===== config.mk =====
export PLATFORM = sky130hd
export DESIGN_NAME = svpd_div
export DESIGN_NICKNAME = d
export VERILOG_FILES = /design/src/rtl/space_vector_pwm_duty_defines.svh /design/src/rtl/svpd_pkg.sv /design/src/rtl/svpd_div.sv
export SDC_FILE = /design/constraint.sdc
export NUM_CORES = 2
export LEC_CHECK = 0
export BUFFER_PORTS_ARGS = -buffer_cell sky130_fd_sc_hd__buf_2
export CAP_MARGIN = 20
export CORE_MARGIN = 5
export CORE_UTILIZATION = 60
export CTS_CLUSTER_SIZE = 28
export DETAILED_ROUTE_END_ITERATION = 8
export GPL_TIMING_DRIVEN = 1
export HOLD_SLACK_MARGIN = 0.08
export MAX_ROUTING_LAYER = met4
export PLACE_DENSITY_LB_ADDON = 0.2
export RECOVER_POWER = 100
export SYNTH_ARGS = -nofsm -noshare
export SYNTH_HDL_FRONTEND = slang
export SYNTH_SLANG_ARGS = --single-unit
export TNS_END_PERCENT = 100

===== constraint.sdc =====
create_clock -name clk -period 11.98 [get_ports clk]
set_input_delay 2.396 -clock clk [delete_from_list [all_inputs] [get_ports clk]]
set_output_delay 2.396 -clock clk [all_outputs]
set_load 0.01 [all_outputs]

===== src/rtl/space_vector_pwm_duty_defines.svh =====
// Assertion macros for the space vector PWM duty block
`ifndef SPACE_VECTOR_PWM_DUTY_DEFINES_SVH
`define SPACE_VECTOR_PWM_DUTY_DEFINES_SVH

// same-cycle implication, sampled on clk, off during reset
`define SVPD_ASSERT_NOW(lbl, ante, cons) \
  lbl: assert property (@(posedge clk) disable iff (!rst_n) (ante) |-> (cons)) \
    else $error("svpd check failed");

// next-cycle implication
`define SVPD_ASSERT_NEXT(lbl, ante, cons) \
  lbl: assert property (@(posedge clk) disable iff (!rst_n) (ante) |=> (cons)) \
    else $error("svpd check failed");

`endif


===== src/rtl/svpd_pkg.sv =====
// Shared types, constants and lookup functions for the SVPWM duty block
`timescale 1ns / 1ps
package svpd_pkg;

  localparam int unsigned SQ3_Q16  = 113512;
  localparam int unsigned SQ3H_Q16 = 56756;
  localparam int unsigned TIME_MAX = 1048575;
  localparam int unsigned DIV_STAGES = 8;

  localparam logic CFG_BUS    = 1'b0;
  localparam logic CFG_PERIOD = 1'b1;

  localparam logic [2:0] SECT_NONE_LO = 3'd0;
  localparam logic [2:0] SECT_NONE_HI = 3'd7;

  localparam logic [1:0] SRC_X = 2'd0;
  localparam logic [1:0] SRC_Y = 2'd1;
  localparam logic [1:0] SRC_Z = 2'd2;

  localparam logic [1:0] HALF_A = 2'd0;
  localparam logic [1:0] HALF_B = 2'd1;
  localparam logic [1:0] HALF_C = 2'd2;

  typedef struct packed {
    logic [1:0] src1;
    logic [1:0] src2;
    logic       neg1;
    logic       neg2;
  } tsel_t;

  typedef struct packed {
    logic [1:0] u;
    logic [1:0] v;
    logic [1:0] w;
  } route_t;

  typedef struct packed {
    logic [2:0]         code;
    logic [15:0]        ts;
    logic signed [33:0] t1;
    logic signed [33:0] t2;
    logic [19:0]        at1;
    logic [19:0]        at2;
    logic               over;
    logic [33:0]        dsr;
  } item_t;

  function automatic tsel_t tsel_of(input logic [2:0] code);
    tsel_t s;
    s = '{src1: SRC_X, src2: SRC_X, neg1: 1'b0, neg2: 1'b0};
    case (code)
      3'd1: s = '{src1: SRC_Z, src2: SRC_Y, neg1: 1'b0, neg2: 1'b0};
      3'd2: s = '{src1: SRC_Y, src2: SRC_X, neg1: 1'b0, neg2: 1'b1};
      3'd3: s = '{src1: SRC_Z, src2: SRC_X, neg1: 1'b1, neg2: 1'b0};
      3'd4: s = '{src1: SRC_X, src2: SRC_Z, neg1: 1'b1, neg2: 1'b0};
      3'd5: s = '{src1: SRC_X, src2: SRC_Y, neg1: 1'b0, neg2: 1'b1};
      3'd6: s = '{src1: SRC_Y, src2: SRC_Z, neg1: 1'b1, neg2: 1'b1};
      default: s = '{src1: SRC_X, src2: SRC_X, neg1: 1'b0, neg2: 1'b0};
    endcase
    return s;
  endfunction

  function automatic route_t route_of(input logic [2:0] code);
    route_t r;
    r = '{u: HALF_A, v: HALF_A, w: HALF_A};
    case (code)
      3'd1: r = '{u: HALF_B, v: HALF_A, w: HALF_C};
      3'd2: r = '{u: HALF_A, v: HALF_C, w: HALF_B};
      3'd3: r = '{u: HALF_A, v: HALF_B, w: HALF_C};
      3'd4: r = '{u: HALF_C, v: HALF_B, w: HALF_A};
      3'd5: r = '{u: HALF_C, v: HALF_A, w: HALF_B};
      3'd6: r = '{u: HALF_B, v: HALF_C, w: HALF_A};
      default: r = '{u: HALF_A, v: HALF_A, w: HALF_A};
    endcase
    return r;
  endfunction

  function automatic logic [31:0] mag34(input logic signed [33:0] v);
    logic signed [33:0] n;
    n = -v;
    return v[33] ? n[31:0] : v[31:0];
  endfunction

  function automatic logic [19:0] clamp_time(input logic signed [33:0] v);
    logic [19:0] r;
    if (v[33]) r = '0;
    else if (v > 34'sd1048575) r = 20'(TIME_MAX);
    else r = v[19:0];
    return r;
  endfunction

  function automatic logic [15:0] clamp16(input logic signed [35:0] v);
    logic [15:0] r;
    if (v[35]) r = '0;
    else if (v > 36'sd65535) r = 16'hFFFF;
    else r = v[15:0];
    return r;
  endfunction

  // two restoring steps of the ratio division: {remainder, quotient bits}
  function automatic logic [35:0] div2(input logic [33:0] rem, input logic [33:0] d);
    logic [34:0] r2;
    logic [33:0] r;
    logic [1:0]  q;
    r = rem;
    for (int i = 1; i >= 0; i--) begin
      r2 = {r, 1'b0};
      q[i] = (r2 >= {1'b0, d});
      r = q[i] ? 34'(r2 - {1'b0, d}) : r2[33:0];
    end
    return {r, q};
  endfunction

endpackage


===== src/rtl/svpd_div.sv =====
// Pipelined restoring divider for the overmodulation ratio, two quotient bits a stage
`timescale 1ns / 1ps
module svpd_div (
  input  logic            clk,
  input  logic            rst_n,
  input  logic            adv,
  input  logic            in_valid,
  input  svpd_pkg::item_t in_item,
  output logic            out_valid,
  output svpd_pkg::item_t out_item,
  output logic [15:0]     ratio
);
  import svpd_pkg::*;

  logic [DIV_STAGES-1:0] st_v_r;
  item_t                 st_item_r [DIV_STAGES];
  logic [33:0]           st_rem_r  [DIV_STAGES];
  logic [15:0]           st_q_r    [DIV_STAGES];

  for (genvar g = 0; g < DIV_STAGES; g++) begin : g_stage
    logic        v_in;
    item_t       it_in;
    logic [33:0] rem_in;
    logic [15:0] q_in;
    logic [35:0] stp;

    if (g == 0) begin : g_first
      assign v_in   = in_valid;
      assign it_in  = in_item;
      assign rem_in = 34'(in_item.ts);
      assign q_in   = '0;
    end else begin : g_next
      assign v_in   = st_v_r[g-1];
      assign it_in  = st_item_r[g-1];
      assign rem_in = st_rem_r[g-1];
      assign q_in   = st_q_r[g-1];
    end

    assign stp = div2(rem_in, it_in.dsr);

    always_ff @(posedge clk) begin
      if (!rst_n) st_v_r[g] <= 1'b0;
      else if (adv) st_v_r[g] <= v_in;
    end
    always_ff @(posedge clk) begin
      if (adv) begin
        st_item_r[g] <= it_in;
        st_rem_r[g]  <= stp[35:2];
        st_q_r[g]    <= {q_in[13:0], stp[1:0]};
      end
    end
  end

  assign out_valid = st_v_r[DIV_STAGES-1];
  assign out_item  = st_item_r[DIV_STAGES-1];
  assign ratio     = st_q_r[DIV_STAGES-1];
endmodule


After elaboration in Yosys (flattened, before gate mapping)
Memory sizes are Yosys's and may differ from the RTL's. Cells that the tools add are included.

$add $sub $neg: 16. $mul: 0. Divide/modulo/power cells: 0. Order comparisons: 16. Equal/unequal tests: 0. Shift operators: 0. Multiplexer cells: 18. Bitwise gates (word level): 0. Reduce and logical (&&, ||, !) cells: 0.

Operator list (count): 34-bit 2-to-1 mux (16); 35-bit by 34-bit greater-or-equal comparator with 1-bit output (15); 34-bit subtractor (15); 17-bit by 34-bit greater-or-equal comparator with 1-bit output (1); 17-bit by 34-bit subtractor with 34-bit output (1); 1-bit 2-to-1 mux (2).

Register bits after elaboration: 8. Latch bits: 0. RAM bits: 1696. Memory bits (read-only): 0. Input port bits: 166. Output and inout bits: 179. Word-level logic and storage cells: 61. Memories kept: 3.

Memories: st_item_r (words 8, bits a word 162, read ports 8, clocked after memory_dff 0, write ports 8, RTL line svpd_div.sv:16) `item_t st_item_r [DIV_STAGES];`; st_rem_r (words 8, bits a word 34, read ports 7, clocked after memory_dff 0, write ports 8, RTL line svpd_div.sv:17) `logic [33:0] st_rem_r [DIV_STAGES];`; st_q_r (words 8, bits a word 16, read ports 8, clocked after memory_dff 0, write ports 8, RTL line svpd_div.sv:18) `logic [15:0] st_q_r [DIV_STAGES];`.

Logic depth before layout (Yosys ltp)
An unclocked memory read counts as a cell.

Depth in word-level cells: 5. Mapped depth: 27. Gate-level depth less buffers: 24.

Least setup slack after synthesis
Ideal clock, no wire load.

Path kind: input port to flip-flop. From: input in_item[0] (netlist name). To: memory st_rem_r[0][13] (data pin). Library setup time: 0.260 ns. Data arrival time: 7.597 ns. Data required time: 11.720 ns. Slack: 4.124 ns. Stages: 25. Path buffers: 3. Path through: inv_1 > fa_1 > a21o_1 > a21oi_1 > o21ai_1 > nand4_1 > a21boi_0 > o31a_1 > o21bai_1 > a21o_1 > clkbuf_1 > clkbuf_1 > nor2_1 > ha_1 > a21o_1 > a21o_1 > a21oi_1 > o21ai_0 > a31o_2 > a221oi_1 > o32ai_1 > o221a_2 > nor2_2 > buf_2 > mux2_2.

RTL lines: start, declared (RTL line svpd_div.sv:8) `input svpd_pkg::item_t in_item,`; end, declared (RTL line svpd_div.sv:17).

==> impl_metrics.yaml <==
critical_path:
  crit_path_start: "st_item_r[1][20]"
  crit-reg2reg-launch: "st_item_r[1][20]"
  worstPathCellList: "inv_1 -> ha_1 -> and3_1 -> nand3_1 -> a2111oi_0 -> nor3b_1 -> o21ai_0 -> o211ai_1 -> a31oi_1 -> clkbuf_1 -> mux2_1 -> ha_1 -> nand4_1 -> nor2_1 -> o31ai_1 -> o2bb2ai_1 -> o21ai_1 -> o21ai_0 -> a311oi_1 -> o21ai_0 -> clkbuf_1 -> nand2_1 -> buf_4 -> mux2_2"
  timing.critical_path.max_delay_family: "compound AO/OA/AOI/OAI gates"
  startpoint_type: "flip-flop"
  cp.required_ns: 12.51
  critical_path_buf_inv_count: 4
  cpMaxStageDelayCell: "a31oi_1"
  critPathMostFrequentCell: "o21ai_0"
  data_arrival_critical_path_ns: 10.45
  setup.worst_path.end_class: "flip-flop"
  max_stage_delay_ns: 1.84
  path_max_fanout: 33
  setup.worst_path.class: "flip-flop to flip-flop"
sta:
  rsz0062_at_grt: "false"
  timing.max_slew.rel_slack: -4.054
  fin_crit_ns: 9.926
  timing_hold_violations_final: 0
  max_freq_ghz: 0.1007
  worst-slew-pin-transition_ns: 7.580
  final_min_period_over_clock_period: 0.8285
  finalSetupViolations: 0
  worst_clock_skew_ns: 0.04649
  setup_tns_ns: 0
  worst_hold_slack_ns: 0.4041
  final-max-slew-violation-count: 647
global_route:
  antenna_found_initial: 1
  grt_pass1_vias: 50505
  largest_net_degree_at_the_start_of_global_routing: 200
  grt_overflow_total: 0
  grt_pass1_wl_um: 276000
  gr-usage-all-layers: 0.2560
pwr:
  internal_power_mw: 17.16
  max-vdd-ir-drop_mv: 0.1991
  sw_frac_of_total: 0.3804
  power_mw: 27.70
  seq_power_share: 0.287
  reported_leakage_power_nw: 34.73
  share_clk_of_total_power: 0.184
  power_density_nw_per_um2: 309.4
  switchingPower_mw: 10.54
  combinationalPowerShare: 0.529
cts:
  cts-root-buf: "clkbuf_16"
  resized_cells_post_cts: 0
  clkLatencyLatePin_ns: 0.80
  cts-root-to-sink-buffers: 3
  cts.sink_count: 1614
  tritoncts: "built"
  clock_tree.htree_level_count: 4
  holdBufCountCts: 0
  path_clk_slew_ns: 0.06
  post_cts.repair.setup_buffers: 0
  cts_inserted_buffers: 162
logic_synthesis:
  synth_simple_gate_area_share: 0.07321
  synthArstFlopShare: 0
  netlist_top_cells_area: "edfxtp_1 (60%), ha_1 (8.0%), mux2_2 (3.7%), xnor2_1 (3.0%), a21oi_1 (2.9%)"
  netlist.area_leader.share: 0.5969
  synth_top_family_by_area: "compound AO/OA/AOI/OAI gates"
  ys_types: 101
  synth.avg_cell_area_um2: 13.12
  synthDominantAreaCellType: "edfxtp_1"
  post_synth_xor_area_fraction: 0.04466
  synth_flop_type: "edfxtp_1"
  yosysSeqAreaShare: 0.5989
  postSynthRegisterBits: 1614
  synth_fp_nets: 6851
  synth_enable_flop_cells: 1606
  synthesis.instances: 6158
  synth_adder_area_share: 0.08236
  synth.mux.area_fraction: 0.05146
  ys_warn_count: 0
  area_fraction_in_compound_gates_after_synthesis: 0.1240
  syn_area_um2: 80790
drt:
  via_per_instance_ratio: 5.865
  number_of_violations_reported_at_the_end_of_detailed_routing_iteration_0: 2768
  total_detailed_routing_wirelength_um: 178500
  dr_total_vias: 49815
  wire_per_inst_um: 21.01
  detail-route-antenna-nets: 0
  detailedRoute.firstPassIterationCount: 5
  drc_errors: 0
run:
  drv_cap: 13
finish:
  layoutNonFillerInstCount: 8493
  nNetsFinal: 7283
  multi_input_area_um2: 30240
  final_layout_size_suffix_gt1_frac: 0.1042
  post_route_standard_cell_area_excluding_fillers_um2: 89540
  fillers: 9651
  seq_area_um2: 48390
  antenna_diode_instance_count: 0
  area_growth_syn_to_layout_pct: 10.83
placed_design:
  detailed_place.area_um2: 84610
  globalplace.congestion: 0.9869
  place.detailed.hpwl_um: 131300
  placedCellCount: 8194
  port_buffers: 344
outcome:
  run_status: "complete, but fails checks"
  violations_in_the_final_reports: "max-capacitance violations, max-slew violations"
worst_hold_path:
  hp-class: "flip-flop to flip-flop"
  worstHoldStart: "st_item_r[1][446]"
floorplan:
  starting_density_of_the_core: 0.6046
  die_h_um: 376.9
  die_area_um2: 142100
  dieWidth_um: 376.9
  design.core.area_um2: 133600
  core.rowCount: 134
  io_pins: 345
-- cells by family (layout without fill, tap and decap cells) --
family | count (synthesis) | count (layout)
AND/OR/NAND/NOR | 1194 | 1194
flip-flops | 1614 | 1614
buffers and inverters | 517 | 1084
XOR/XNOR | 412 | 412
adder cells (fa/ha/maj) | 527 | 527
AO/OA/AOI/OAI | 1535 | 1535
multiplexers | 359 | 359
-- worst paths after layout --
path                             to  slack, ns  depth (start not counted)
setup / recovery     st_rem_r[5][3]       2.05                         24
hold / removal    st_item_r[1][608]       0.40                          0
setup reg to reg     st_rem_r[5][3]       2.05                         24
hold reg to reg   st_item_r[1][608]       0.40                          0
-- layout make-up --
class | instances | area share
sequential | 1614 | 0.5404
multi-input combinational | 4027 | 0.3378
clock buffer | 201 | 0.04726
tap | 1768 | 0.02471
timing repair buffer | 384 | 0.01947
inverter | 401 | 0.01681
clock inverter | 98 | 0.01358
-- power by group through the flow --
stage | Clock (mW) | Combinational (mW) | Sequential [mW]
2_1_floorplan | 0 | 11.3 | 7.89
3_3_place_gp | 0 | 14.3 | 8.01
5_1_grt | 5.49 | 16.1 | 8.01
6_report | 5.10 | 14.7 | 7.94
4_1_cts | 5.23 | 14.6 | 7.93
3_5_place_dp | 0 | 14.4 | 8.04
-- state kept, by name, indices dropped and copies added, names as in the netlist --
register      count
st_item_r      1296
st_q_r           72
out_valid         1
g_stage.v_in      7
st_rem_r        238
-- cell usage after synthesis (35+ instances only) --
master and number:
edfxtp_1 1606, a21oi_1 467, xor2_1 133, nand2b_1 66
mux2_2 267, o21bai_1 62, a21o_1 231, nor2_1 319
nand3_1 102, mux2_4 41, o21a_1 72, xnor2_1 279
nand4_1 90, nor2b_1 60, buf_2 35, clkbuf_1 66
and3_1 53, o21ai_0 264, a211oi_1 50, nand2_1 262
nor3_1 80, inv_1 401, ha_1 519, a31oi_1 69
-- routing by layer --
layer / vias to the layer above / GRT usage / wire (um) / share of wire
li1: 24324 / - / - / -
met1: 23815 / 0.2826 / 67970 / 0.38
met2: 1274 / 0.4607 / 94160 / 0.53
met3: 402 / 0.03020 / 6477 / 0.036
met4: 0 / 0.1259 / 9861 / 0.055
met5: - / - / 0 / 0
-- through the flow --
| step | setup slack (ns) | utilization |
|---|---|---|
| after detailed placement | 2.803 | 0.6332 |
| after global routing | 1.658 | 0.6701 |
| after floorplan | 4.124 | - |
| after global placement | 2.854 | 0.6332 |
| final | 2.054 | 0.6701 |
| after CTS | 3.648 | 0.6740 |
-- worst register-to-register path, stage by stage, from the launching register on --
cell       delay, ns
edfxtp_1        0.37
inv_1           0.08
ha_1            0.41
and3_1          0.29
nand3_1         0.18
a2111oi_0       0.70
nor3b_1         0.30
o21ai_0         0.64
o211ai_1        0.29
a31oi_1         1.84
clkbuf_1        0.81
mux2_1          0.45
ha_1            0.40
nand4_1         0.24
nor2_1          0.16
o31ai_1         0.12
o2bb2ai_1       0.28
o21ai_1         0.44
o21ai_0         0.26
a311oi_1        0.32
o21ai_0         0.11
clkbuf_1        0.13
nand2_1         0.07
buf_4           0.37
mux2_2          0.43
-- cell usage in the layout (no fill, tap or decap), types with 24 or more instances in the layout --
master        n
xor2_1      133
nand4_1      90
xnor2_1     279
nor3_1       79
a31oi_1      69
clkinv_1     32
a211oi_1     52
nor2_1      320
o211ai_1     28
inv_1       401
a21oi_1     469
and2_1       28
ha_1        519
nand2b_1     66
o31ai_1      33
o21ai_0     267
mux2_2      253
o21bai_1     62
or3_1        28
nand3_1     102
buf_2       113
nand2_1     262
clkbuf_16   163
a21o_1      231
mux2i_1      31
a21boi_0     24
and3_1       53
clkbuf_1    284
mux2_1       57
o21a_1       72
nor2b_1      60
edfxtp_1   1606
Note: power is estimated with default switching activity, not from simulation.
