===== src/rtl/space_vector_pwm_duty_defines.svh =====
// Assertion macros for the space vector PWM duty block
`ifndef SPACE_VECTOR_PWM_DUTY_DEFINES_SVH
`define SPACE_VECTOR_PWM_DUTY_DEFINES_SVH

// same-cycle implication, sampled on clk, off during reset
`define SVPD_ASSERT_NOW(lbl, ante, cons) \
  lbl: assert property (@(posedge clk) disable iff (!rst_n) (ante) |-> (cons)) \
    else $error("svpd check failed");

// next-cycle implication
`define SVPD_ASSERT_NEXT(lbl, ante, cons) \
  lbl: assert property (@(posedge clk) disable iff (!rst_n) (ante) |=> (cons)) \
    else $error("svpd check failed");

`endif


===== src/rtl/svpd_pkg.sv =====
// Shared types, constants and lookup functions for the SVPWM duty block
`timescale 1ns / 1ps
package svpd_pkg;

  localparam int unsigned SQ3_Q16  = 113512;
  localparam int unsigned SQ3H_Q16 = 56756;
  localparam int unsigned TIME_MAX = 1048575;
  localparam int unsigned DIV_STAGES = 8;

  localparam logic CFG_BUS    = 1'b0;
  localparam logic CFG_PERIOD = 1'b1;

  localparam logic [2:0] SECT_NONE_LO = 3'd0;
  localparam logic [2:0] SECT_NONE_HI = 3'd7;

  localparam logic [1:0] SRC_X = 2'd0;
  localparam logic [1:0] SRC_Y = 2'd1;
  localparam logic [1:0] SRC_Z = 2'd2;

  localparam logic [1:0] HALF_A = 2'd0;
  localparam logic [1:0] HALF_B = 2'd1;
  localparam logic [1:0] HALF_C = 2'd2;

  typedef struct packed {
    logic [1:0] src1;
    logic [1:0] src2;
    logic       neg1;
    logic       neg2;
  } tsel_t;

  typedef struct packed {
    logic [1:0] u;
    logic [1:0] v;
    logic [1:0] w;
  } route_t;

  typedef struct packed {
    logic [2:0]         code;
    logic [15:0]        ts;
    logic signed [33:0] t1;
    logic signed [33:0] t2;
    logic [19:0]        at1;
    logic [19:0]        at2;
    logic               over;
    logic [33:0]        dsr;
  } item_t;

  function automatic tsel_t tsel_of(input logic [2:0] code);
    tsel_t s;
    s = '{src1: SRC_X, src2: SRC_X, neg1: 1'b0, neg2: 1'b0};
    case (code)
      3'd1: s = '{src1: SRC_Z, src2: SRC_Y, neg1: 1'b0, neg2: 1'b0};
      3'd2: s = '{src1: SRC_Y, src2: SRC_X, neg1: 1'b0, neg2: 1'b1};
      3'd3: s = '{src1: SRC_Z, src2: SRC_X, neg1: 1'b1, neg2: 1'b0};
      3'd4: s = '{src1: SRC_X, src2: SRC_Z, neg1: 1'b1, neg2: 1'b0};
      3'd5: s = '{src1: SRC_X, src2: SRC_Y, neg1: 1'b0, neg2: 1'b1};
      3'd6: s = '{src1: SRC_Y, src2: SRC_Z, neg1: 1'b1, neg2: 1'b1};
      default: s = '{src1: SRC_X, src2: SRC_X, neg1: 1'b0, neg2: 1'b0};
    endcase
    return s;
  endfunction

  function automatic route_t route_of(input logic [2:0] code);
    route_t r;
    r = '{u: HALF_A, v: HALF_A, w: HALF_A};
    case (code)
      3'd1: r = '{u: HALF_B, v: HALF_A, w: HALF_C};
      3'd2: r = '{u: HALF_A, v: HALF_C, w: HALF_B};
      3'd3: r = '{u: HALF_A, v: HALF_B, w: HALF_C};
      3'd4: r = '{u: HALF_C, v: HALF_B, w: HALF_A};
      3'd5: r = '{u: HALF_C, v: HALF_A, w: HALF_B};
      3'd6: r = '{u: HALF_B, v: HALF_C, w: HALF_A};
      default: r = '{u: HALF_A, v: HALF_A, w: HALF_A};
    endcase
    return r;
  endfunction

  function automatic logic [31:0] mag34(input logic signed [33:0] v);
    logic signed [33:0] n;
    n = -v;
    return v[33] ? n[31:0] : v[31:0];
  endfunction

  function automatic logic [19:0] clamp_time(input logic signed [33:0] v);
    logic [19:0] r;
    if (v[33]) r = '0;
    else if (v > 34'sd1048575) r = 20'(TIME_MAX);
    else r = v[19:0];
    return r;
  endfunction

  function automatic logic [15:0] clamp16(input logic signed [35:0] v);
    logic [15:0] r;
    if (v[35]) r = '0;
    else if (v > 36'sd65535) r = 16'hFFFF;
    else r = v[15:0];
    return r;
  endfunction

  // two restoring steps of the ratio division: {remainder, quotient bits}
  function automatic logic [35:0] div2(input logic [33:0] rem, input logic [33:0] d);
    logic [34:0] r2;
    logic [33:0] r;
    logic [1:0]  q;
    r = rem;
    for (int i = 1; i >= 0; i--) begin
      r2 = {r, 1'b0};
      q[i] = (r2 >= {1'b0, d});
      r = q[i] ? 34'(r2 - {1'b0, d}) : r2[33:0];
    end
    return {r, q};
  endfunction

endpackage


===== src/rtl/svpd_out.sv =====
// Time scaling, half sums and phase routing into the output register (three stages)
`timescale 1ns / 1ps
module svpd_out (
  input  logic            clk,
  input  logic            rst_n,
  input  logic            adv,
  input  logic            in_valid,
  input  svpd_pkg::item_t in_item,
  input  logic [15:0]     ratio,
  output logic            out_valid,
  output logic [15:0]     cmp_u,
  output logic [15:0]     cmp_v,
  output logic [15:0]     cmp_w,
  output logic [2:0]      code,
  output logic [19:0]     at1,
  output logic [19:0]     at2
);
  import svpd_pkg::*;

  // stage G: products
  logic               g_v_r;
  item_t              g_item_r;
  logic signed [50:0] g_p1_r, g_p2_r;
  logic signed [16:0] rs;

  assign rs = $signed({1'b0, ratio});

  always_ff @(posedge clk) begin
    if (!rst_n) g_v_r <= 1'b0;
    else if (adv) g_v_r <= in_valid;
  end
  always_ff @(posedge clk) begin
    if (adv) begin
      g_item_r <= in_item;
      g_p1_r   <= in_item.t1 * rs;
      g_p2_r   <= in_item.t2 * rs;
    end
  end

  // stage H: divide by 2^16 toward zero
  logic               h_v_r;
  item_t              h_item_r, h_item_nxt;
  logic signed [50:0] sc1, sc2;

  assign sc1 = (g_p1_r + (g_p1_r[50] ? 51'sd65535 : 51'sd0)) >>> 16;
  assign sc2 = (g_p2_r + (g_p2_r[50] ? 51'sd65535 : 51'sd0)) >>> 16;

  always_comb begin
    h_item_nxt    = g_item_r;
    h_item_nxt.t1 = g_item_r.over ? sc1[33:0] : g_item_r.t1;
    h_item_nxt.t2 = g_item_r.over ? sc2[33:0] : g_item_r.t2;
  end

  always_ff @(posedge clk) begin
    if (!rst_n) h_v_r <= 1'b0;
    else if (adv) h_v_r <= g_v_r;
  end
  always_ff @(posedge clk) begin
    if (adv) h_item_r <= h_item_nxt;
  end

  // stage I: half sums and routing
  logic signed [35:0] ts36, t1e, t2e, s0, s1, s2;
  logic [15:0]        hv [3];
  logic [15:0]        mid;
  route_t             rt;
  logic               none;
  logic               i_v_r;
  logic [15:0]        u_r, v_r, w_r;
  logic [2:0]         code_r;
  logic [19:0]        at1_r, at2_r;

  assign ts36 = $signed({20'd0, h_item_r.ts});
  assign t1e  = 36'(h_item_r.t1);
  assign t2e  = 36'(h_item_r.t2);
  assign s0   = ts36 + t1e + t2e;
  assign s1   = ts36 - t1e + t2e;
  assign s2   = ts36 - t1e - t2e;
  assign hv[0] = clamp16((s0 + $signed({35'd0, s0[35]})) >>> 1);
  assign hv[1] = clamp16((s1 + $signed({35'd0, s1[35]})) >>> 1);
  assign hv[2] = clamp16((s2 + $signed({35'd0, s2[35]})) >>> 1);
  assign mid   = h_item_r.ts >> 1;
  assign rt    = route_of(h_item_r.code);
  assign none  = (h_item_r.code == SECT_NONE_LO) || (h_item_r.code == SECT_NONE_HI);

  always_ff @(posedge clk) begin
    if (!rst_n) i_v_r <= 1'b0;
    else if (adv) i_v_r <= h_v_r;
  end
  always_ff @(posedge clk) begin
    if (adv) begin
      u_r    <= none ? mid : hv[rt.u];
      v_r    <= none ? mid : hv[rt.v];
      w_r    <= none ? mid : hv[rt.w];
      code_r <= h_item_r.code;
      at1_r  <= h_item_r.at1;
      at2_r  <= h_item_r.at2;
    end
  end

  assign out_valid = i_v_r;
  assign cmp_u = u_r;
  assign cmp_v = v_r;
  assign cmp_w = w_r;
  assign code  = code_r;
  assign at1   = at1_r;
  assign at2   = at2_r;
endmodule


===== config.mk =====
export PLATFORM = sky130hd
export DESIGN_NAME = svpd_out
export DESIGN_NICKNAME = d
export VERILOG_FILES = /design/src/rtl/space_vector_pwm_duty_defines.svh /design/src/rtl/svpd_pkg.sv /design/src/rtl/svpd_out.sv
export SDC_FILE = /design/constraint.sdc
export NUM_CORES = 2
export LEC_CHECK = 0
export CORE_ASPECT_RATIO = 0.8
export CORE_UTILIZATION = 61
export DETAILED_ROUTE_END_ITERATION = 10
export DONT_BUFFER_PORTS = 1
export GPL_TIMING_DRIVEN = 0
export PLACE_DENSITY = 0.91
export SLEW_MARGIN = 20
export SYNTH_ARGS = -nofsm -noshare
export SYNTH_HDL_FRONTEND = slang
export SYNTH_SLANG_ARGS = --single-unit

===== constraint.sdc =====
create_clock -name clk -period 9.2 [get_ports clk]
set_clock_uncertainty 0.15 [all_clocks]
set_input_delay 1.84 -clock clk [delete_from_list [all_inputs] [get_ports clk]]
set_output_delay 1.84 -clock clk [all_outputs]
set_load 0.005 [all_outputs]

### Yosys cells after proc, flatten, opt, wreduce, memory -nomap -nowiden

Index checks and enable logic that the tools add are counted.

* register bits: 451
* latch bits: 0
* bits in writable memories: 0
* bits in read-only memories: 0
* output and inout port bits: 92
* logic and storage cells: 80
* memories: 0

* $add $sub $neg: 10
* $mul: 2
* divide/modulo/power cells: 0
* magnitude comparators: 6
* eq/ne operators: 7
* shift operators: 0
* muxes and demuxes: 23
* bitwise gates (word level): 3
* reductions and logical operators: 2

Operators by type and width (count)
* 2-to-1 mux 16 bit: 14
* adder 36 x 2 -> 36 bit: 3
* > comparator 35 x 17 -> 1 bit, second input constant: 3
* multiplier 34 x 17 -> 51 bit: 2
* adder 50 x 17 -> 50 bit: 2
* binary-select mux 16 bit (select 2 bit): 3
* adder 35 x 34 -> 36 bit: 2
* 2-to-1 mux 34 bit: 2
* 2-to-1 mux 15 bit: 3
* one-hot mux 6 bit (6 select lines): 1
* subtractor 35 x 34 -> 36 bit: 1
* adder 17 x 34 -> 35 bit: 1
* subtractor 17 x 34 -> 35 bit: 1
* == test 3 bit, second input constant: 4
* >= comparator 3 bit, second input constant: 3
* NOT 2 -> 3 bit: 3
* == test 3 x 2 -> 1 bit, second input constant: 2
* == test 3 x 1 -> 1 bit, second input constant: 1
* zero test 3 bit: 1
* logical OR 1 bit: 1

### Logic depth before layout (Yosys ltp)

* word-level depth: 10
* gate-level depth with buffers: 42
* depth with buffers taken out: 39

### Worst setup path after synthesis

OpenSTA, ideal clock, no wires.

* path kind: input port to flip-flop
* from: in ratio[5]
* to: reg g_p1_r[50], data pin
* setup time: 0.265 ns
* arrival: 9.043 ns
* data required time: 8.785 ns
* setup slack: -0.258 ns
* stages on the path: 28
* buffers on the path: 2
* cells stage by stage: clkbuf_1 clkbuf_1 nand2_1 fa_1 inv_1 fa_1 inv_1 fa_1 inv_1 fa_1 inv_1 fa_1 inv_1 fa_1 ha_1 o21a_1 o21a_1 o21ai_0 nand2_1 a41o_1 a221o_1 a22o_1 a211oi_1 a31oi_1 or3b_2 a31oi_1 nor2_1 or3_1

* word-level cells in the longest chain between the ends: 1

RTL lines
* start: declaration: RTL line svpd_out.sv:9 `input logic [15:0] ratio,`
* multiplier 34 x 17 -> 51 bit: RTL line svpd_out.sv:35 `g_p1_r <= in_item.t1 * rs;`
* end signal: assignment: RTL line svpd_out.sv:35
* end: declaration: RTL line svpd_out.sv:23 `logic signed [50:0] g_p1_r, g_p2_r;`

Every way passes these cells.
A chain may end at the register's enable or synchronous reset.

### Worst setup path after layout

* from: in ratio[15]
* to: reg g_p2_r[50], data pin

* word-level cells in the longest chain between the ends: 1

RTL lines
* multiplier 34 x 17 -> 51 bit: RTL line svpd_out.sv:36 `g_p2_r <= in_item.t2 * rs;`
* end signal: assignment: RTL line svpd_out.sv:36
* end: declaration: RTL line svpd_out.sv:23

Every way passes these cells.

==> results <==
- Across every metal layer, demand over resource in global routing totals 0.379.
- The data arrival time at the worst-slack endpoint is 9.41 ns.
- The run finished with clean final reports.
- The tree is rooted in a clkbuf_16.
- Following the worst setup path forward leads to its endpoint at g_p2_r[50].
- The chip width is 370 um.
- Counting buffers and inverters, the worst setup path is 25 cells deep.
- The first routing iteration left ~6.5k violations.
- The effective utilization at floorplan is 0.618.
- During synthesis, Yosys emitted a total of 0 warnings.
- For this design, the slowest cell found on the critical path is clkbuf_1.
- The critical path startpoint category is an input port.
- The top routing layer in use is met5.
- The number of antenna violations at the first check in global routing is 18.
- The met2 routed wirelength is 88,100 um.
- The most frequently used flop master after synthesis is edfxtp_1.
- At the end of the flow the core is filled with cells to 0.667.
- The number of buffers and inverters on the critical path is 4.
- The final-report max-slew violation count is 0.
- Setup total negative slack on the finished layout was measured at 0 ns.
- The start point of the critical path is ratio[15].
- The biggest fanout along the worst timing path is 10.
- The routed length on met3 is 31,300 um.
- 274 I/O pins were placed.
- The delay of the slowest critical-path stage is between 0.5 and 0.6 ns.
- The type of the tightest min-delay check is reg -> reg.
- Static timing analysis puts the maximum clock frequency at approximately 110 MHz.
- The synthesized area is 66,100 um2.
- At the worst endpoint, the required time is 9.47 ns.
- The sequential fraction of the synthesis area is 0.204.
- The type of the worst setup path is in -> reg.
- The first-pass GRT wire length is 312,000 um.
- In this run the vertical extent of the chip is 297 um.
- The portion of the clock cycle consumed by the worst path in the final layout is 0.993.
- The H-tree was split into 2 levels.
- Summing all multi-input logic gate instances after layout gives 47,500 um2.
- After detailed routing, the wire length on met1 is about 78,000 um.
- TritonCTS built the clock tree.
- The count of nets left with antenna violations once routing finished came out at 0.
- Counting flops with a built-in enable in the synthesized netlist gives roughly 450.
- CTS saw approximately 450 sinks.
- Leaving out fill and tap cells, the most frequent cells in the layout are 1,262 x inv_1, 1,053 x fa_1, 860 x nand2_1.
- Summing all flip-flop and latch instances after layout gives about 14,000 um2.
- The iteration count of the initial detailed-routing pass is 11.
- The aggregate routed wire length is 208,000 um.
- The fraction of layout cells with a size suffix above 1 is 0.0624.
- The tool flagged a number of max-cap violations equal to 0.
- The via count of the first global-routing pass was 53.0k.
- The number of standard cells after synthesis is about 7.0k.
- The minimum clock period after layout is 9.14 ns.
- The post-detailed-route via-to-cell ratio is 6.21.
- The final worst setup slack is approximately 0.062 ns.
- The critical path capture point type is a flop.
- The cell row count is 107.
- For the worst-skew pair, the clock arrives at the later sink with an insertion delay of ~0.67 ns.
- For this run, asynchronously set or reset flops after synthesis account for 0.
- The number of setup violations in the final report is 0.
- The largest net degree at the start of global routing is 452.
- Before CTS, the worst setup slack after placement is -2.60 ns.
- In this run, distinct cell masters in the synthesized netlist total 101.
- The final net count is just under 9k.
- The number of port buffers is 0.
- The residual DRC count is 0.
- The number of buffers on the longest clock path is 3.
- A synthesized cell averages ~9.5 um2.
- The library cell used most frequently in the layout, excluding fill and tap cells, is inv_1.
- The worst-case headroom to the max-slew limit is 0.267.
- In this design, the critical path's most frequently occurring cell is fa_1.
- For this run the aggregate overflow at the end of global routing stands at 0.
- The final-report hold violation count came to 0.
- The cell family with the largest share of critical-path delay is adder cells.
- Counting every net in the synthesized netlist gives 8,645.
- The core area is 107,000 um2.
- The startpoint of the most critical register-to-register path is h_item_r[110].
- The worst-margin pin slew is between 1 and 1.5 ns.
- In this run, synthesis produced a sequential element count of 451.
- Summing over every cut layer, the via total after detailed routing is 53.3k.
- The clock-pin slew on the worst setup and hold paths is 0.06 ns.
- The tightest hold path in the finished design has a slack of about 0.26 ns.
- The worst reg2reg path depth is 43.
- The filler cells instantiated in the layout total 7,981.
- After detailed routing, the average wire length per cell comes to roughly 24 um.
- TritonCTS created 50 clock buffers.
- Setup repair after global routing could not meet its margin everywhere.
- Relative to the synthesized area, the layout overhead comes to 7.88%.
- The setup check on the worst reg-to-reg path leaves a slack of 0.15 ns.
- In this run the critical register-to-register path is captured at cmp_v[12].
- The die covers around 110,000 um2.
- At the end of routability-driven placement, the weighted congestion stood at between 1 and 1.5.
- Detailed placement finished with a half-perimeter wire length of 168,000 um.
-- metal layers --
metal,vias to the layer above,global-route usage
li1,22900,-
met1,26200,0.506
met2,3504,0.556
met3,648,0.138
met4,22,0.166
met5,-,0
-- repair_timing --
action,CTS,global route
setup endpoints to repair,77,59
endpoints found under the hold margin,0,0
setup buffers,34,32
gates resized for setup,205,200
hold buffers,0,0
pin swaps,26,54
-- worst min-delay path by stage --
stage | from | endpoint | slack (ns) | cells after the start
floorplan | h_item_r[55] | at1[0] | 0.25 | 0
global placement | h_item_r[36] | at2[1] | 0.25 | 0
detailed placement | h_item_r[65] | at1[10] | 0.25 | 0
CTS | g_item_r[68] | h_item_r[68] | 0.25 | 0
global route | g_item_r[71] | h_item_r[71] | 0.26 | 0
finish | g_item_r[68] | h_item_r[68] | 0.26 | 0
-- state kept, by name, summed over array words and instances, names as in the netlist, 16 cells and up --
signal and count:
at1 20, at2 20, cmp_u 16, cmp_v 16
cmp_w 16, g_item_r 128, g_p1_r 51, g_p2_r 51
h_item_r 127
-- stage by stage --
step           std cells  instance area, um2
2_1_floorplan       6996               66200
3_3_place_gp        8413               67900
3_5_place_dp        8414               68000
4_1_cts             8531               70500
5_1_grt             8563               71300
6_report            8583               71400
-- final cells by class --
type,count,area share
inverter,1272,0.0670
timing repair buffer,69,0.00789
buffer,286,0.0215
multi-input combinational,4977,0.666
clock buffer,57,0.0182
clock inverter,31,0.00438
sequential,451,0.189
antenna,23,0.000807
tap,1417,0.0248
-- cell families (layout without fill, tap and decap cells) --
| group | Yosys count | after routing | synth area share |
|---|---|---|---|
| other | 0 | 23 | 0 |
| adder cells (fa/ha/maj) | 1467 | 1467 | 0.397 |
| multiplexers | 19 | 19 | 0.00297 |
| AO/OA/AOI/OAI | 963 | 963 | 0.0998 |
| XOR/XNOR | 291 | 291 | 0.0385 |
| buffers and inverters | 1568 | 1715 | 0.0896 |
| flip-flops | 451 | 451 | 0.204 |
| AND/OR/NAND/NOR | 2237 | 2237 | 0.168 |
-- worst register-to-register path: cells and delay by family, from the launching register on --
kind | cells | cell delay, ns
AND/OR/NAND/NOR | 12 | 2.81
flip-flops | 1 | 0.44
multiplexers | 1 | 0.22
AO/OA/AOI/OAI | 18 | 2.85
XOR/XNOR | 1 | 0.15
adder cells (fa/ha/maj) | 3 | 0.90
buffers and inverters | 8 | 1.26
-- synthesized netlist by cell type, types with 12 or more instances --
library cell | instances | area (um2)
nor3_1 | 87 | 435
and2_1 | 471 | 2950
a21boi_0 | 16 | 120
o221ai_1 | 13 | 114
o211ai_1 | 23 | 173
a311oi_1 | 24 | 210
and3_1 | 53 | 332
mux2i_1 | 14 | 140
a21oi_1 | 256 | 1280
or2_2 | 16 | 100
ha_1 | 413 | 5170
nand3_1 | 120 | 601
or4_1 | 14 | 105
xnor2_1 | 192 | 1680
a211oi_1 | 24 | 180
a31oi_1 | 42 | 263
inv_1 | 1266 | 4750
clkbuf_1 | 276 | 1040
o21a_1 | 37 | 278
nor2_1 | 295 | 1110
a221o_1 | 37 | 370
edfxtp_1 | 448 | 13500
or3_1 | 29 | 181
fa_1 | 1054 | 21100
o21ai_0 | 151 | 756
nor4_1 | 36 | 225
xor2_1 | 99 | 867
o21bai_1 | 18 | 135
and4_1 | 22 | 193
o31ai_1 | 31 | 233
nand2b_1 | 51 | 319
a2111oi_0 | 12 | 105
a21o_1 | 105 | 788
nand2_1 | 863 | 3240
nand4_1 | 58 | 363
a211o_1 | 17 | 149
nor2b_1 | 48 | 300
Power is left out: the tool's default activity adds up to more than one toggle a clock period on the data nets, which glitch-free logic cannot reach.
