===== src/rtl/space_vector_pwm_duty_defines.svh =====
// Assertion macros for the space vector PWM duty block
`ifndef SPACE_VECTOR_PWM_DUTY_DEFINES_SVH
`define SPACE_VECTOR_PWM_DUTY_DEFINES_SVH

// same-cycle implication, sampled on clk, off during reset
`define SVPD_ASSERT_NOW(lbl, ante, cons) \
  lbl: assert property (@(posedge clk) disable iff (!rst_n) (ante) |-> (cons)) \
    else $error("svpd check failed");

// next-cycle implication
`define SVPD_ASSERT_NEXT(lbl, ante, cons) \
  lbl: assert property (@(posedge clk) disable iff (!rst_n) (ante) |=> (cons)) \
    else $error("svpd check failed");

`endif


===== src/rtl/svpd_pkg.sv =====
// Shared types, constants and lookup functions for the SVPWM duty block
`timescale 1ns / 1ps
package svpd_pkg;

  localparam int unsigned SQ3_Q16  = 113512;
  localparam int unsigned SQ3H_Q16 = 56756;
  localparam int unsigned TIME_MAX = 1048575;
  localparam int unsigned DIV_STAGES = 8;

  localparam logic CFG_BUS    = 1'b0;
  localparam logic CFG_PERIOD = 1'b1;

  localparam logic [2:0] SECT_NONE_LO = 3'd0;
  localparam logic [2:0] SECT_NONE_HI = 3'd7;

  localparam logic [1:0] SRC_X = 2'd0;
  localparam logic [1:0] SRC_Y = 2'd1;
  localparam logic [1:0] SRC_Z = 2'd2;

  localparam logic [1:0] HALF_A = 2'd0;
  localparam logic [1:0] HALF_B = 2'd1;
  localparam logic [1:0] HALF_C = 2'd2;

  typedef struct packed {
    logic [1:0] src1;
    logic [1:0] src2;
    logic       neg1;
    logic       neg2;
  } tsel_t;

  typedef struct packed {
    logic [1:0] u;
    logic [1:0] v;
    logic [1:0] w;
  } route_t;

  typedef struct packed {
    logic [2:0]         code;
    logic [15:0]        ts;
    logic signed [33:0] t1;
    logic signed [33:0] t2;
    logic [19:0]        at1;
    logic [19:0]        at2;
    logic               over;
    logic [33:0]        dsr;
  } item_t;

  function automatic tsel_t tsel_of(input logic [2:0] code);
    tsel_t s;
    s = '{src1: SRC_X, src2: SRC_X, neg1: 1'b0, neg2: 1'b0};
    case (code)
      3'd1: s = '{src1: SRC_Z, src2: SRC_Y, neg1: 1'b0, neg2: 1'b0};
      3'd2: s = '{src1: SRC_Y, src2: SRC_X, neg1: 1'b0, neg2: 1'b1};
      3'd3: s = '{src1: SRC_Z, src2: SRC_X, neg1: 1'b1, neg2: 1'b0};
      3'd4: s = '{src1: SRC_X, src2: SRC_Z, neg1: 1'b1, neg2: 1'b0};
      3'd5: s = '{src1: SRC_X, src2: SRC_Y, neg1: 1'b0, neg2: 1'b1};
      3'd6: s = '{src1: SRC_Y, src2: SRC_Z, neg1: 1'b1, neg2: 1'b1};
      default: s = '{src1: SRC_X, src2: SRC_X, neg1: 1'b0, neg2: 1'b0};
    endcase
    return s;
  endfunction

  function automatic route_t route_of(input logic [2:0] code);
    route_t r;
    r = '{u: HALF_A, v: HALF_A, w: HALF_A};
    case (code)
      3'd1: r = '{u: HALF_B, v: HALF_A, w: HALF_C};
      3'd2: r = '{u: HALF_A, v: HALF_C, w: HALF_B};
      3'd3: r = '{u: HALF_A, v: HALF_B, w: HALF_C};
      3'd4: r = '{u: HALF_C, v: HALF_B, w: HALF_A};
      3'd5: r = '{u: HALF_C, v: HALF_A, w: HALF_B};
      3'd6: r = '{u: HALF_B, v: HALF_C, w: HALF_A};
      default: r = '{u: HALF_A, v: HALF_A, w: HALF_A};
    endcase
    return r;
  endfunction

  function automatic logic [31:0] mag34(input logic signed [33:0] v);
    logic signed [33:0] n;
    n = -v;
    return v[33] ? n[31:0] : v[31:0];
  endfunction

  function automatic logic [19:0] clamp_time(input logic signed [33:0] v);
    logic [19:0] r;
    if (v[33]) r = '0;
    else if (v > 34'sd1048575) r = 20'(TIME_MAX);
    else r = v[19:0];
    return r;
  endfunction

  function automatic logic [15:0] clamp16(input logic signed [35:0] v);
    logic [15:0] r;
    if (v[35]) r = '0;
    else if (v > 36'sd65535) r = 16'hFFFF;
    else r = v[15:0];
    return r;
  endfunction

  // two restoring steps of the ratio division: {remainder, quotient bits}
  function automatic logic [35:0] div2(input logic [33:0] rem, input logic [33:0] d);
    logic [34:0] r2;
    logic [33:0] r;
    logic [1:0]  q;
    r = rem;
    for (int i = 1; i >= 0; i--) begin
      r2 = {r, 1'b0};
      q[i] = (r2 >= {1'b0, d});
      r = q[i] ? 34'(r2 - {1'b0, d}) : r2[33:0];
    end
    return {r, q};
  endfunction

endpackage


===== src/rtl/svpd_tdiv.sv =====
// Iterative divider for the timing scale sqrt3*period/bus, rerun after each config change
`timescale 1ns / 1ps
module svpd_tdiv (
  input  logic        clk,
  input  logic        rst_n,
  input  logic        start,
  input  logic [14:0] bus,
  input  logic [15:0] per,
  output logic        busy,
  output logic [32:0] temp
);
  import svpd_pkg::*;

  logic        start_r, run_r;
  logic [5:0]  cnt_r;
  logic [32:0] nq_r;
  logic [14:0] rem_r;
  logic [14:0] dsr;
  logic [15:0] rem_sh;
  logic        ge;
  logic [32:0] num;

  assign dsr    = (bus == '0) ? 15'd1 : bus;
  assign num    = 33'(17'(SQ3_Q16) * per);
  assign rem_sh = {rem_r, nq_r[32]};
  assign ge     = rem_sh >= {1'b0, dsr};

  always_ff @(posedge clk) begin
    if (!rst_n) begin
      start_r <= 1'b1;
      run_r   <= 1'b0;
      cnt_r   <= '0;
    end else if (start) begin
      start_r <= 1'b1;
      run_r   <= 1'b0;
    end else if (start_r) begin
      start_r <= 1'b0;
      run_r   <= 1'b1;
      cnt_r   <= '0;
    end else if (run_r) begin
      cnt_r <= cnt_r + 6'd1;
      if (cnt_r == 6'd32) run_r <= 1'b0;
    end
  end

  always_ff @(posedge clk) begin
    if (start_r) begin
      nq_r  <= num;
      rem_r <= '0;
    end else if (run_r) begin
      nq_r  <= {nq_r[31:0], ge};
      rem_r <= ge ? 15'(rem_sh - {1'b0, dsr}) : rem_sh[14:0];
    end
  end

  assign busy = start_r | run_r;
  assign temp = nq_r;
endmodule


===== config.mk =====
export PLATFORM = sky130hd
export DESIGN_NAME = svpd_tdiv
export DESIGN_NICKNAME = d
export VERILOG_FILES = /design/src/rtl/space_vector_pwm_duty_defines.svh /design/src/rtl/svpd_pkg.sv /design/src/rtl/svpd_tdiv.sv
export SDC_FILE = /design/constraint.sdc
export NUM_CORES = 1
export LEC_CHECK = 0
export BUFFER_PORTS_ARGS = -buffer_cell sky130_fd_sc_hd__buf_4
export CAP_MARGIN = 25
export CORE_ASPECT_RATIO = 0.8
export CORE_MARGIN = 2
export CORE_UTILIZATION = 56
export CTS_CLUSTER_DIAMETER = 150
export DETAILED_ROUTE_END_ITERATION = 7
export PLACE_DENSITY = 0.82
export SETUP_SLACK_MARGIN = 0.02
export SLEW_MARGIN = 20
export SYNTH_ARGS = -nofsm -noshare
export SYNTH_HDL_FRONTEND = slang
export SYNTH_SLANG_ARGS = --single-unit

===== constraint.sdc =====
create_clock -name clk -period 6.88 [get_ports clk]
set_input_delay 1.72 -clock clk [delete_from_list [all_inputs] [get_ports clk]]
set_output_delay 1.72 -clock clk [all_outputs]
set_load 0.05 [all_outputs]

* After elaboration in Yosys (flattened, before gate mapping) *
Index checks and enable logic that the tools add are counted.

operators by class
  $add $sub $neg = 2
  $mul = 1
  div/mod/pow operators = 0
  $lt $le $gt $ge = 1
  equal/unequal tests = 1
  shifts and indexed selects = 0
  muxes and demuxes = 10
  bitwise logic cells = 3
  reduce and logical (&&, ||, !) cells = 4

operators by type and width
  cell                                                count
  2-to-1 mux 33 bit                                   2
  multiplier 14 x 16 -> 30 bit, first input constant  1
  2-to-1 mux 15 bit                                   2
  greater-or-equal comparator 16 x 15 -> 1 bit        1
  zero test 15 bit                                    1
  subtractor 15 bit                                   1
  2-to-1 mux 6 bit                                    2
  adder 6 x 1 -> 6 bit, second input constant         1
  equality test 6 bit, second input constant          1
  2-to-1 mux 1 bit                                    4
  NOT 1 bit                                           2
  AND reduction 2 bit                                 1
  nonzero test 2 bit                                  1
  OR reduction 2 bit                                  1
  OR 1 bit                                            1

word-level totals
  register bits = 56
  latch bits = 0
  RAM bits = 0
  ROM bits = 0
  bits of input ports = 34
  output and inout port bits = 34
  logic and storage cells = 28
  memories = 0

* Logic depth before layout (Yosys ltp) *
Gate-level depths: netlist (run 1).

  depth after elaboration = 5
  depth in mapped cells = 21
  depth with buffers taken out = 20

* Worst setup path before layout (run 1) *
OpenSTA, ideal clock, no wires.

  kind = input to register
  start = input per[5]
  end = register nq_r[30], in the netlist temp[30], data pin
  setup time = 136 ps
  data arrival time = 6893 ps
  required time = 6744 ps
  slack = -149 ps
  stages on the path = 18
  path buffers = 0
  cells stage by stage = inv_1 -> fa_1 -> fa_1 -> inv_1 -> fa_1 -> fa_1 -> fa_1 -> inv_1 -> fa_1 -> inv_1 -> ha_1 -> nand4_1 -> or4_1 -> or3_4 -> a21oi_4 -> a221oi_2 -> or4_1 -> nand3_1

on the way
  word-level cells in the longest chain between the ends = 2

RTL lines
  element                       RTL line         text
  start, declared               svpd_tdiv.sv:8   input logic [15:0] per,
  multiplier 14 x 16 -> 30 bit  svpd_tdiv.sv:24  assign num = 33'(17'(SQ3_Q16) * per);
  2-to-1 mux 33 bit             svpd_tdiv.sv:47  if (start_r) begin
  end signal, assigned          svpd_tdiv.sv:48  nq_r <= num;
  end signal, assigned          svpd_tdiv.sv:51  nq_r <= {nq_r[31:0], ge};
  end, declared                 svpd_tdiv.sv:16  logic [32:0] nq_r;

No other way between the ends.
A chain may end at the register's enable or synchronous reset.

* Worst setup path in the final report (run 1) *
  start = input per[5]
  end = register nq_r[32], in the netlist temp[32], data pin

Same word-level chain as after synthesis.

==> results of run 1 <==
[critical path: stages]
cell	delay, ns
buf_8	0.10
buf_4	0.13
ha_1	0.29
inv_1	0.07
fa_2	0.39
fa_1	0.50
inv_1	0.07
fa_1	0.51
fa_1	0.51
inv_1	0.06
fa_1	0.49
inv_1	0.05
ha_1	0.29
buf_4	0.12
nand4_1	0.19
or4_4	0.48
or3_4	0.37
a21oi_4	0.24
buf_4	0.16
a2111oi_4	0.06
xnor2_1	0.18
o21ai_1	0.07
[sequential cells by signal (all words and copies together) (netlist names)]
register  cells
cnt_r         6
rem_r        15
temp         33
start_r       1
run_r         1
[routing by layer]
metal / GRT usage (%) / up-vias / part of all wire (%)
li1: - / 3139 / -
met1: 40.2 / 3242 / 44
met2: 47.1 / 254 / 47
met3: 4.62 / 55 / 6.1
met4: 7.15 / 0 / 2.7
met5: 0 / - / 0
[kinds of logic (layout without fill, tap and decap cells)]
| logic type | count (synthesis) | count (layout) | share of synthesized area [%] |
|---|---|---|---|
| xor gates and xnor gates | 36 | 36 | 3.94 |
| and+or+nand+nor | 148 | 148 | 8.72 |
| adders and majority gates | 226 | 226 | 44.8 |
| DFF | 56 | 56 | 17.8 |
| buffers and inverters | 188 | 347 | 8.95 |
| muxes | 16 | 16 | 2.00 |
| AOI/OAI and AO/OA | 167 | 167 | 13.8 |
[final cells by class]
cell class,instances,area share [%]
multi-input cells,593,61.8
flip-flops and latches,56,14.4
repair buffers,170,13.3
inverters,169,6.51
well taps,184,2.33
clock buffers,7,1.56
clock inverters,1,0.0507
[repair_timing]
action	CTS	global route
endpoints found under the setup margin	8	11
gates resized for setup	22	33
hold endpoints to repair	0	0
pin swaps	15	32
cloned	0	0
hold buffers	0	0
setup buffers	3	5
[placed cells by master, fill, tap and decap left out, drive strengths merged, types with 3 or more instances in the layout]
cell / n
or3: 7
o221ai: 3
edfxtp: 30
buf: 170
a211oi: 14
clkbuf: 7
and2: 4
dfxtp: 26
a21o: 14
a21boi: 3
a31oi: 8
o21a: 6
a21oi: 32
or4: 3
fa: 101
a32o: 4
nand2: 55
o211ai: 4
nor4: 5
xnor2: 20
nand3: 6
inv: 168
o21ai: 49
nor2: 41
ha: 125
nor2b: 3
nand2b: 6
nand4: 9
a22o: 8
mux2i: 16
xor2: 16
[through the flow]
step	hold slack (ns)	util [%]
final	0.476	70.0
after global routing	0.508	70.0
after CTS	0.481	68.8
after detailed placement	0.472	66.8
after global placement	0.455	66.8
after floorplan	0.431	-
[worst min path at each step]
stage | startpoint | to | cells past startpoint
after floorplan | cnt_r[5] | run_r | 1
after global placement | cnt_r[5] | run_r | 1
after detailed placement | cnt_r[5] | run_r | 1
after CTS | cnt_r[5] | run_r | 1
after global routing | cnt_r[5] | run_r | 1
final | cnt_r[5] | run_r | 1
==> results.toml, run 1 <==
[timing]
timing.final.max_slew_violations = 0
rsz0062_at_grt = "true"
clock_skew_ns = 0.00507
hold_viol = 0
max_slew_margin_pct = 40.9
finalWorstSetupSlack_ns = -0.160
finalSetupViolCount = 5
fin_setup_tns_ns = -0.611
fin_crit_sh_pct = 102
tightest_slew_ns = 0.883
max_freq_ghz = 0.142
finalCriticalPeriod_ns = 7.04

[hold_path]
holdCritPathClass = "flip-flop to flip-flop"

[placed_design]
dp_hpwl_mm = 16.8
portBuffers = 67
dpl_cell_area_sq_mm = 0.00942
place_congestion = 0.914
place_inst = 1164
post-place-ws_ns = -0.448

[final_layout]
area_delta_synth_final_pct = 23.3
drive_gt1_share_pct = 22.8
regArea_sq_mm = 0.00142
fillers = 970
multi_input_area_sq_mm = 0.00611
finalNonFillerCells = 1180
antenna_cells = 0
fin_nets = 1255
fin_area_sq_mm = 0.00987

[global_routing]
grt_pass1_wl_mm = 34.2
antenna_found_initial = 0
grt_use_total_pct = 28.9
grt_pass1_vias = 7002
grt_start_max_net_pins = 32
grt_overflow_total = 0

[floorplan]
fp.dieH_microns = 111
ioPinCount = 68
coreArea_sq_mm = 0.0141
rows = 39
dieArea_sq_mm = 0.0153
die_w_microns = 138
start_util_pct = 56.8

[worst_setup_path]
cp-start-kind = "primary input"
timing.rr.end = "rem_r[7]"
critPathKind = "primary input to flip-flop"
rrSetupSlack_ns = 3.87
cp_max_fo = 4
rr_worst_depth = 11
crit_required_ns = 6.91
rr_startpoint = "temp[32]"
endpoint_kind = "flip-flop"
cp.arrival_ns = 7.07
startpoint = "per[5]"
endpoint = "temp[32]"

[yosys]
synthArstFlopShare_pct = 0
synth_fp_nets = 1097
syn-cell-area_sq_mm = 0.00801
yosys.cell_count.top_type = "inv_1"
synth_area_leaders = "fa_1 25%, ha_1 20%, edfxtp_1 11%"
synth.avg_cell_area_sq_um = 9.57
yosysTopAreaCell = "fa_1"
synth_cells = 837
synthTopCellsByCount = "169 x inv_1, 125 x ha_1, 101 x fa_1, 55 x nand2_1, 48 x o21ai_0"
synth_edf_count = 30
ys_warn_count = 0
ys_types = 61
seq_area_frac_synth_pct = 17.8
ys.flop_type = "edfxtp_1"
ys_seq_elements = 56
synth_top_area_share_pct = 25.3

[run_status]
failed_checks = "setup timing"
status = "finished, violations left"

[clock_network]
clk_latency_ns = 0.30
cts_sinks = 56
cts_inserted_buffers = 5
cts_tree = "yes"
clockRootBuffer = "clkbuf_16"
cts_max_path_buffers = 2
htreeDepth = 2
path_clk_slew_ns = 0.07

[detailed_routing]
drt_iter0_drc = 596
routed_wl_mm = 21.2
ant_nets = 0
dr.pass1.iters = 5
num_vias = 6690
wl_per_cell_microns = 18.0
drc = 0
via_per_inst = 5.67

[job]
drv_cap = 0
Power of run 1 is left out: the tool's default activity adds up to more than one toggle a clock period on the data nets, which glitch-free logic cannot reach.
==> inputs of run 2 (changes only) <==
Settings changed: CORE_UTILIZATION 56 to 40, PLACE_DENSITY 0.82 to 0.63, SETUP_SLACK_MARGIN 0.02 to not set.
==> run 2 against run 1 <==
The flow still finishes with violations (setup timing). Final area rose by 0.56%. Via count decreased by 5.2%. Worst setup slack improved by 0.14 ns. Critical path depth is 2 lower. Worst hold slack got worse by 0.0075 ns. Core utilization decreased by 20 points. Sequential cell count unchanged. Clock-buffer cell count down 2. Sequential share of layout area down 0.080 points. Global-route usage down 9.2 points.
==> results.toml, run 2 (synthesized netlist as in run 1, its figures left out) <==
[final_layout]
antenna_cells = 0
layout_commonest_cell = "buf_4"
layout_common_cells = "170 x buf_4, 159 x inv_1, 116 x ha_1, 95 x fa_1, 54 x nand2_1"
area_delta_synth_final_pct = 24.0
drive_gt1_share_pct = 22.4
fin_nets = 1259
largest_reg_flops = 33

[detailed_routing]
wl_met1_mm = 10.0
ant_nets = 0
drc = 0
drt_iter0_drc = 345
dr_wl_met3_microns = 684
wl_per_cell_microns = 15.3
dr.pass1.iters = 5
met2_length_mm = 8.40
via_per_inst = 5.02
routed_wl_mm = 19.3
num_vias = 6339
maxUsedRoutingLayer = "met4"

[floorplan]
rows = 46
coreArea_sq_mm = 0.0197
ioPinCount = 68
fp.dieH_microns = 131
start_util_pct = 40.6
dieArea_sq_mm = 0.0212
die_w_microns = 162

[global_routing]
grt_pass1_vias = 6512
grt_pass1_wl_mm = 33.2
grt_overflow_total = 0
antenna_found_initial = 0
grt_use_total_pct = 19.6
grt_start_max_net_pins = 36

[timing]
max_freq_ghz = 0.145
finalSetupViolCount = 1
hold_viol = 0
max_slew_margin_pct = 43.8
clock_skew_ns = 0.00573
rsz0062_at_grt = "true"
tightest_slew_ns = 0.839
timing.final.max_slew_violations = 0
fin_crit_sh_pct = 100
finalCriticalPeriod_ns = 6.90
finalWorstSetupSlack_ns = -0.0188

[clock_network]
htreeDepth = 2
clockRootBuffer = "clkbuf_16"
cts_max_path_buffers = 2
cts_sinks = 56
path_clk_slew_ns = 0.07
clk_latency_ns = 0.29
cts_inserted_buffers = 5
cts_tree = "yes"

[job]
drv_cap = 0

[worst_setup_path]
cp_common_cell = "fa_1"
critPathBufInv = 6
max_stage_delay_ns = 0.55
crit_family = "adder cells"
rrSetupSlack_ns = 3.97
critPathKind = "primary input to flip-flop"
crit_slowest_cell = "fa_1"
crit_path_cell_trace = "buf_4, inv_2, fa_1, fa_1, inv_2, fa_1, fa_1, fa_1, inv_1, fa_1, inv_2, ha_4, nand2_2, or4_1, or3_4, a21oi_4, buf_4, nor2_2, xor2_1, o21ai_1"
endpoint_kind = "flip-flop"
cp-start-kind = "primary input"
crit_required_ns = 6.90
cp_max_fo = 4
cp.arrival_ns = 6.92

[hold_path]
holdCritPathClass = "flip-flop to flip-flop"

[run_status]
failed_checks = "setup timing"
status = "finished, violations left"

[placed_design]
portBuffers = 67
place_congestion = 0.894
post-place-ws_ns = -0.423
dp_hpwl_mm = 16.7
[run 2: area by class of cell]
cell class                      count  area [sq um]
Fill cell                        1851          9810
Inverter                          169           643
Sequential cell                    56          1420
Timing Repair Buffer              174          1330
Clock buffer                        5           125
Clock inverter                      3          17.5
Multi-Input combinational cell    593          6060
Tap cell                          264           330
[run 2: per-layer routing]
metal / global-route usage (%) / vias up
met5: 0 / -
met4: 2.50 / 0
met3: 2.46 / 12
met2: 30.3 / 126
met1: 30.3 / 3055
li1: - / 3146
[run 2: what timing repair did]
item | 4_1_cts | 5_1_grt
hold endpoints to repair | 0 | 0
setup buffers | 2 | 2
endpoints found under the setup margin | 6 | 10
pin swaps | 10 | 13
resized for setup | 14 | 28
hold buffers | 0 | 0
[run 2: worst paths after layout]
path	from	to	depth (start not counted)
min reg2reg	cnt_r[5]	run_r	1
max reg2reg	temp[32]	rem_r[7]	10
min	cnt_r[5]	run_r	1
max	per[7]	temp[24]	20
[run 2: per-stage QoR]
step | instances | util [%] | cell area (sq um) | TNS [ns] | hold slack, ns
after floorplan | 837 | - | 8040 | -0.0212 | 0.431
after global placement | 1252 | 48.5 | 9580 | -3.11 | 0.456
after detailed placement | 1252 | 48.5 | 9580 | -3.24 | 0.453
after CTS | 1262 | 49.6 | 9790 | 0 | 0.472
after global routing | 1264 | 50.3 | 9930 | -0.715 | 0.488
final | 1264 | 50.3 | 9930 | -0.0188 | 0.468
Power of run 2 is left out for the same reason.
